File: config.mk
export PLATFORM = sky130hd
export DESIGN_NAME = pulse_train_sequencer_core
export DESIGN_NICKNAME = d
export VERILOG_FILES = /design/src/hw/rtl/pts_pkg.sv /design/src/hw/rtl/pulse_train_sequencer_core.sv /design/src/hw/rtl/pts_engine.sv
export SDC_FILE = /design/constraint.sdc
export NUM_CORES = 1
export LEC_CHECK = 0
export BUFFER_PORTS_ARGS = -buffer_cell sky130_fd_sc_hd__buf_2
export CORE_ASPECT_RATIO = 0.8
export CORE_MARGIN = 3
export CORE_UTILIZATION = 60
export DETAILED_ROUTE_END_ITERATION = 12
export PLACE_DENSITY = 0.87
export SETUP_SLACK_MARGIN = 0.15
export SYNTH_ARGS = -nofsm -noshare
export SYNTH_HDL_FRONTEND = slang
export SYNTH_SLANG_ARGS = --single-unit
File: constraint.sdc
create_clock -name aclk -period 9.5 [get_ports aclk]
set_input_delay 0.95 -clock aclk [delete_from_list [all_inputs] [get_ports aclk]]
set_output_delay 0.95 -clock aclk [all_outputs]
set_load 0.02 [all_outputs]
File: src/hw/rtl/pts_pkg.sv
// Shared types and codes for the pulse train sequencer.
// No dependencies; imported by pts_engine and pulse_train_sequencer_core.
`default_nettype none

package pts_pkg;

    localparam int unsigned TimeWidth  = 32;
    localparam int unsigned TickWidth  = 16;
    localparam int unsigned CountWidth = 16;
    localparam int unsigned CfgIdxWidth = 2;

    // Phase codes as reported on the result channel.
    typedef enum logic [1:0] {
        PH_WAIT = 2'd0,
        PH_ON   = 2'd1,
        PH_GAP  = 2'd2,
        PH_OFF  = 2'd3
    } phase_t;

    // Action codes of an input transaction. Code 3 is unused and ignored.
    typedef enum logic [1:0] {
        ACT_TICK  = 2'd0,
        ACT_START = 2'd1,
        ACT_STOP  = 2'd2
    } action_t;

    // Configuration register indexes.
    typedef enum logic [CfgIdxWidth-1:0] {
        REG_START_DELAY  = 2'd0,
        REG_PULSE_WIDTH  = 2'd1,
        REG_PULSE_PERIOD = 2'd2,
        REG_PULSE_COUNT  = 2'd3
    } cfg_index_t;

    // One result transaction.
    typedef struct packed {
        phase_t                 phase;
        logic                   changed;
        logic                   turn_on;
        logic                   turn_off;
        logic [TimeWidth-1:0]   lateness;
        logic [CountWidth-1:0]  pulses_left;
    } pts_result_t;

    // Active timing configuration handed to the engine.
    typedef struct packed {
        logic [TimeWidth-1:0]   start_delay;
        logic [TimeWidth-1:0]   pulse_width;
        logic [TimeWidth-1:0]   gap_thr;
        logic [CountWidth-1:0]  pulse_count;
    } pts_cfg_t;

endpackage

`default_nettype wire

File: src/hw/rtl/pulse_train_sequencer_core.sv
// Top level of the pulse train sequencer: handshakes, configuration registers
// and the input and result registers. Depends on pts_pkg and pts_engine.
`default_nettype none

// The sequencer takes one transaction per clock cycle on the s_ channel while
// s_ready is high and returns exactly one result for each on the m_ channel,
// in order. A transaction is held in an input register and updates the
// sequencer state as it moves into the result register, once that is free.
// The input and result registers are the only buffering: while the result
// waits for m_ready the input register still takes one more transaction, and
// s_ready falls only when both are full. Configuration writes are always ready
// and must be made only while no transaction is in flight; the gap threshold
// is a register fed from the period and width registers.
module pulse_train_sequencer_core
    import pts_pkg::*;
(
    input  wire logic                    aclk,
    input  wire logic                    aresetn,

    input  wire logic                    s_valid,
    output logic                         s_ready,
    input  wire logic [1:0]              s_action,
    input  wire logic [TickWidth-1:0]    s_ticks,

    output logic                         m_valid,
    input  wire logic                    m_ready,
    output logic [1:0]                   m_phase,
    output logic                         m_changed,
    output logic                         m_turn_on,
    output logic                         m_turn_off,
    output logic [TimeWidth-1:0]         m_lateness,
    output logic [CountWidth-1:0]        m_pulses_left,

    input  wire logic                    cfg_valid,
    output logic                         cfg_ready,
    input  wire logic [CfgIdxWidth-1:0]  cfg_index,
    input  wire logic [TimeWidth-1:0]    cfg_data
);

    logic [TimeWidth-1:0]   start_delay_reg;
    logic [TimeWidth-1:0]   pulse_width_reg;
    logic [TimeWidth-1:0]   pulse_period_reg;
    logic [CountWidth-1:0]  pulse_count_reg;
    logic [TimeWidth-1:0]   gap_thr_reg, gap_thr_next;

    logic                   in_valid_reg;
    logic [1:0]             in_action_reg;
    logic [TickWidth-1:0]   in_ticks_reg;

    logic                   out_valid_reg;
    pts_result_t            out_reg;

    logic                   advance;
    pts_cfg_t               cfg;
    pts_result_t            step_result;

    // Configuration registers.
    assign cfg_ready = 1'b1;

    always_ff @(posedge aclk) begin
        if (!aresetn) begin
            start_delay_reg  <= '0;
            pulse_width_reg  <= '0;
            pulse_period_reg <= '0;
            pulse_count_reg  <= CountWidth'(1);
        end else if (cfg_valid && cfg_ready) begin
            case (cfg_index)
                REG_START_DELAY:  start_delay_reg  <= cfg_data;
                REG_PULSE_WIDTH:  pulse_width_reg  <= cfg_data;
                REG_PULSE_PERIOD: pulse_period_reg <= cfg_data;
                REG_PULSE_COUNT:  pulse_count_reg  <= cfg_data[CountWidth-1:0];
                default: begin
                end
            endcase
        end
    end

    // Gap length, zero when the period is shorter than the pulse.
    assign gap_thr_next = (pulse_period_reg >= pulse_width_reg)
                        ? pulse_period_reg - pulse_width_reg : '0;

    always_ff @(posedge aclk) begin
        gap_thr_reg <= gap_thr_next;
    end

    assign cfg.start_delay = start_delay_reg;
    assign cfg.pulse_width = pulse_width_reg;
    assign cfg.gap_thr     = gap_thr_reg;
    assign cfg.pulse_count = pulse_count_reg;

    // Pipeline control: the held transaction moves on when the result slot frees.
    assign advance = in_valid_reg && (!out_valid_reg || m_ready);
    assign s_ready = !in_valid_reg || advance;

    // Input register.
    always_ff @(posedge aclk) begin
        if (!aresetn) begin
            in_valid_reg <= 1'b0;
        end else if (s_ready) begin
            in_valid_reg <= s_valid;
        end
    end

    always_ff @(posedge aclk) begin
        if (s_valid && s_ready) begin
            in_action_reg <= s_action;
            in_ticks_reg  <= s_ticks;
        end
    end

    pts_engine u_engine (
        .aclk    (aclk),
        .aresetn (aresetn),
        .step_en (advance),
        .action  (in_action_reg),
        .ticks   (in_ticks_reg),
        .cfg     (cfg),
        .result  (step_result)
    );

    // Result register.
    always_ff @(posedge aclk) begin
        if (!aresetn) begin
            out_valid_reg <= 1'b0;
        end else if (advance) begin
            out_valid_reg <= 1'b1;
        end else if (m_ready) begin
            out_valid_reg <= 1'b0;
        end
    end

    always_ff @(posedge aclk) begin
        if (advance) begin
            out_reg <= step_result;
        end
    end

    assign m_valid       = out_valid_reg;
    assign m_phase       = out_reg.phase;
    assign m_changed     = out_reg.changed;
    assign m_turn_on     = out_reg.turn_on;
    assign m_turn_off    = out_reg.turn_off;
    assign m_lateness    = out_reg.lateness;
    assign m_pulses_left = out_reg.pulses_left;

endmodule

`default_nettype wire

File: src/hw/rtl/pts_engine.sv
// Sequencer state (phase, elapsed counter, pulse counter) and its one-step update.
// Depends on pts_pkg.
`default_nettype none

module pts_engine
    import pts_pkg::*;
(
    input  wire logic                  aclk,
    input  wire logic                  aresetn,
    input  wire logic                  step_en,
    input  wire logic [1:0]            action,
    input  wire logic [TickWidth-1:0]  ticks,
    input  wire pts_cfg_t              cfg,
    output pts_result_t                result
);

    phase_t                 phase_reg, phase_next;
    logic [TimeWidth-1:0]   elapsed_reg, elapsed_next;
    logic [CountWidth-1:0]  remaining_reg, remaining_next;
    logic                   endless_reg, endless_next;

    logic [TimeWidth:0]     sum;
    logic [TimeWidth-1:0]   elapsed_sat;
    logic [TimeWidth-1:0]   thr;
    logic [TimeWidth:0]     diff;
    logic                   reached;
    logic [CountWidth-1:0]  rem_dec;
    logic                   on_ev;
    logic                   off_ev;
    logic [TimeWidth-1:0]   late;

    // Saturating accumulation of the tick count.
    assign sum         = {1'b0, elapsed_reg} + {{(TimeWidth-TickWidth+1){1'b0}}, ticks};
    assign elapsed_sat = sum[TimeWidth] ? {TimeWidth{1'b1}} : sum[TimeWidth-1:0];

    // Threshold of the current phase; the off phase never transitions.
    always_comb begin
        case (phase_reg)
            PH_WAIT: thr = cfg.start_delay;
            PH_ON:   thr = cfg.pulse_width;
            PH_GAP:  thr = cfg.gap_thr;
            default: thr = {TimeWidth{1'b1}};
        endcase
    end

    // One subtraction gives both the compare and the lateness.
    assign diff    = {1'b0, elapsed_sat} - {1'b0, thr};
    assign reached = !diff[TimeWidth] && (phase_reg != PH_OFF);
    assign rem_dec = (remaining_reg != '0) ? remaining_reg - 1'b1 : remaining_reg;

    // Next state for one transaction.
    always_comb begin
        phase_next     = phase_reg;
        elapsed_next   = elapsed_reg;
        remaining_next = remaining_reg;
        endless_next   = endless_reg;
        on_ev          = 1'b0;
        off_ev         = 1'b0;
        late           = '0;
        case (action)
            ACT_START: begin
                elapsed_next = '0;
                phase_next   = PH_WAIT;
            end
            ACT_STOP: begin
                phase_next = PH_OFF;
            end
            ACT_TICK: begin
                elapsed_next = elapsed_sat;
                if (reached) begin
                    elapsed_next = '0;
                    late         = diff[TimeWidth-1:0];
                    case (phase_reg)
                        PH_WAIT: begin
                            remaining_next = cfg.pulse_count;
                            endless_next   = (cfg.pulse_count == '0);
                            phase_next     = PH_ON;
                            on_ev          = 1'b1;
                        end
                        PH_ON: begin
                            off_ev     = 1'b1;
                            phase_next = PH_GAP;
                            if (!endless_reg) begin
                                remaining_next = rem_dec;
                                if (rem_dec == '0) begin
                                    phase_next = PH_OFF;
                                end
                            end
                        end
                        default: begin
                            phase_next = PH_ON;
                            on_ev      = 1'b1;
                        end
                    endcase
                end
            end
            default: begin
            end
        endcase
    end

    // Result of this transaction, registered by the caller.
    always_comb begin
        result.phase       = phase_next;
        result.changed     = (phase_next != phase_reg);
        result.turn_on     = on_ev;
        result.turn_off    = off_ev;
        result.lateness    = late;
        result.pulses_left = endless_next ? '0 : remaining_next;
    end

    always_ff @(posedge aclk) begin
        if (!aresetn) begin
            phase_reg     <= PH_WAIT;
            elapsed_reg   <= '0;
            remaining_reg <= '0;
            endless_reg   <= 1'b0;
        end else if (step_en) begin
            phase_reg     <= phase_next;
            elapsed_reg   <= elapsed_next;
            remaining_reg <= remaining_next;
            endless_reg   <= endless_next;
        end
    end

endmodule

`default_nettype wire

==> reports/metrics.cfg <==
[status]
status = finished clean

[timing]
finalCritPeriodShare = 0.702
setup_viol = 0
grt_setup_unrepaired = no
tns_ns = 0
finalHoldViolations = 0
worst_pin_slew_ns = 1.19
worst_hold_slack_ns = 0.457
finClkSkew_ns = 0.0207
period_needed_ns = 6.67
drv_slew = 0
slew_headroom = 0.202
timing.fmax_ghz = 0.150

[min_path]
hold_end = start_delay_reg[17]
hold_depth = 2
hold_class = reg2reg
min_from = start_delay_reg[17]

[drt]
viasPerCell = 6.31
wire_per_inst_um = 19.2
drt-total-wl_mm = 42.6
drt_iter0_drc = 1482
vias = 14000
route.top_layer_used = met4
wl_met3_mm = 4.37
postRouteAntennaNets = 0
met2WireLength_mm = 18.6
drc_errors = 0
wl_met1_mm = 18.3
first_pass_iters = 5

[clocking]
clk_path_buf_depth = 3
ctsHoldBuffers = 0
cts_tree = done
clkSinkCount = 268
htreeDepth = 1
cts_made_buffers = 27
insertion_delay_ns = 0.56
post_cts_buffers = 0
post_cts_resize_count = 0
clk_pin_slew_ns = 0.06
cts_root_buf = clkbuf_16

[place]
placed_area_mm2 = 0.0159
gp_congestion = 0.976
io_buffers = 111
place_hpwl_mm = 29.9

[power]
share_seq_of_total_power = 0.425
power_density_mw_per_mm2 = 179
pwr-share-clk = 0.369
worst_ir_drop_vdd_mv = 0.173
switching_share = 0.293
p_int_w = 0.00213
comb_power_share = 0.206
netSwitchingPower_w = 0.000884
power.leakage_nw = 6.65

[global_route]
grt.total_usage = 0.303
antenna_found_initial = 0
grt_max_degree = 83
grt_pass1_wl_mm = 67.6
overflow = 0
grt_pass1_vias = 12900

[logic_synthesis]
synth.most_common_cell = nand2_1
synth_nets = 1973
ys_ff_latch = 268
synth-async-reset-ratio = 0
synth_top_area_share = 0.259
avgSynthCellArea_um2 = 8.32
netlist_area_mm2 = 0.0152
synth-edff-count = 71
yosys-top-cells-area = dfxtp_1 26%, edfxtp_1 14%, nand2_1 8.2%
synth_warnings = 0
synth_cell_type_count = 89
yosysTopAreaCell = dfxtp_1
synthFlopType = dfxtp_1
syn_inst = 1832
synthTopCellsByCount = 334 x nand2_1, 219 x a21oi_1, 197 x dfxtp_1
synth.yosys.seq_area_share = 0.399

[finish]
n_antenna_cell = 0
syn_to_final_growth_pct = 10.3
fill_cells = 1981
fin_area_mm2 = 0.0168
final_nets = 2024
layout-drive-gt1-share = 0.130

[worst_setup_path]
critPathCaptureType = flip-flop
crit_arrival_ns = 7.17
path_class = reg2reg
path_max_fanout = 28
crit_path_start_kind = flip-flop
cp.required_ns = 9.99
r2r-start = in_ticks_reg[0]
r2r-end = u_engine.elapsed_reg[25]
reg2reg_setup_slack_ns = 2.83
r2r_cells = 19

[floorplan]
chipHeight_um = 149
rows = 51
start_util = 0.619
die_area_mm2 = 0.0274
die_w_um = 184
ios = 113
core-area_mm2 = 0.0246

[run]
maxCapViolCount = 0

==> cell families (layout without fill, tap and decap cells) <==
family,count (synthesis),after routing,share of synthesized area
simple gates,675,675,0.201
compound gates,528,528,0.218
flops,268,268,0.399
buf+inv,170,242,0.0446
fa+ha+maj,84,84,0.0704
xor+xnor,66,66,0.0379
mux,40,40,0.0292
other cells,1,1,0.000246
==> power groups by stage <==
stage / Sequential (W) / Combinational, W / Clock (W)
6_report: 0.00128 / 0.000622 / 0.00111
5_1_grt: 0.00129 / 0.000679 / 0.00117
4_1_cts: 0.00128 / 0.000606 / 0.00112
3_5_place_dp: 0.00130 / 0.000600 / 0
3_3_place_gp: 0.00130 / 0.000588 / 0
2_1_floorplan: 0.00131 / 0.000441 / 0
==> layer usage <==
metal,vias to the layer above,GRT usage
met1,6560,0.436
met3,101,0.0447
met4,0,0.0910
li1,6587,-
met5,-,0
met2,783,0.475
==> critical path, cell delays in order (launching register included) <==
cell	delay, ns
edfxtp_1	0.36
ha_1	0.23
fa_1	0.41
a21o_1	0.19
a21oi_1	0.27
o21ai_0	0.17
and3_1	0.23
o211ai_1	0.29
a211o_1	0.76
nand2_1	0.21
ha_1	0.40
nor2b_4	0.16
o31a_2	0.32
o31a_4	0.31
o22ai_4	0.25
a211oi_4	0.13
o2111a_2	0.33
o21ai_2	0.80
and2_1	0.52
o221a_2	0.26
==> stage by stage <==
stage / std cells / setup WS (ns) / util / power (W)
floorplan: 1832 / 4.25 / - / 0.00175
global placement: 2172 / 3.18 / 0.645 / 0.00189
detailed placement: 2172 / 2.99 / 0.645 / 0.00190
CTS: 2222 / 2.96 / 0.683 / 0.00300
global route: 2222 / 2.34 / 0.683 / 0.00313
finish: 2222 / 2.83 / 0.683 / 0.00302
==> cells in the final DEF (no fill, tap or decap), drive strengths merged, types with 11 or more instances in the layout <==
cell type  instances
ha                81
edfxtp            71
xnor2             34
o21ai             68
xor2              32
o211ai            11
a22o              11
mux2              36
nand2            336
nand3             44
nor2             139
o22ai             36
nand2b            14
o21bai            12
a31oi             15
a21oi            220
nor2b             12
o21a              28
clkbuf            40
a21o              34
nor3              40
buf              122
and3              12
and2              13
nor4              11
dfxtp            197
nand4             14
inv               70
a22oi             12
a211oi            27
==> worst max path at each step <==
stage / start / endpoint / slack, ns / cells after the start
finish: in_ticks_reg[0] / u_engine.elapsed_reg[25] / 2.83 / 19
global route: in_ticks_reg[0] / m_lateness[14] / 2.34 / 20
CTS: in_ticks_reg[0] / u_engine.elapsed_reg[25] / 2.96 / 19
detailed placement: in_ticks_reg[0] / u_engine.elapsed_reg[25] / 2.99 / 19
global placement: in_ticks_reg[0] / u_engine.elapsed_reg[25] / 3.18 / 19
floorplan: in_ticks_reg[0] / m_pulses_left[6] / 4.25 / 22
==> cell type report <==
cell class | instances | area (um^2) | area share
clock inverters | 10 | 125 | 0.00744
clock buffers | 40 | 815 | 0.0484
multi-input cells | 1394 | 8510 | 0.506
inverters | 70 | 265 | 0.0158
well taps | 318 | 398 | 0.0237
flip-flops and latches | 268 | 6080 | 0.361
repair buffers | 122 | 638 | 0.0379
Power figures use the tool's default switching activity.
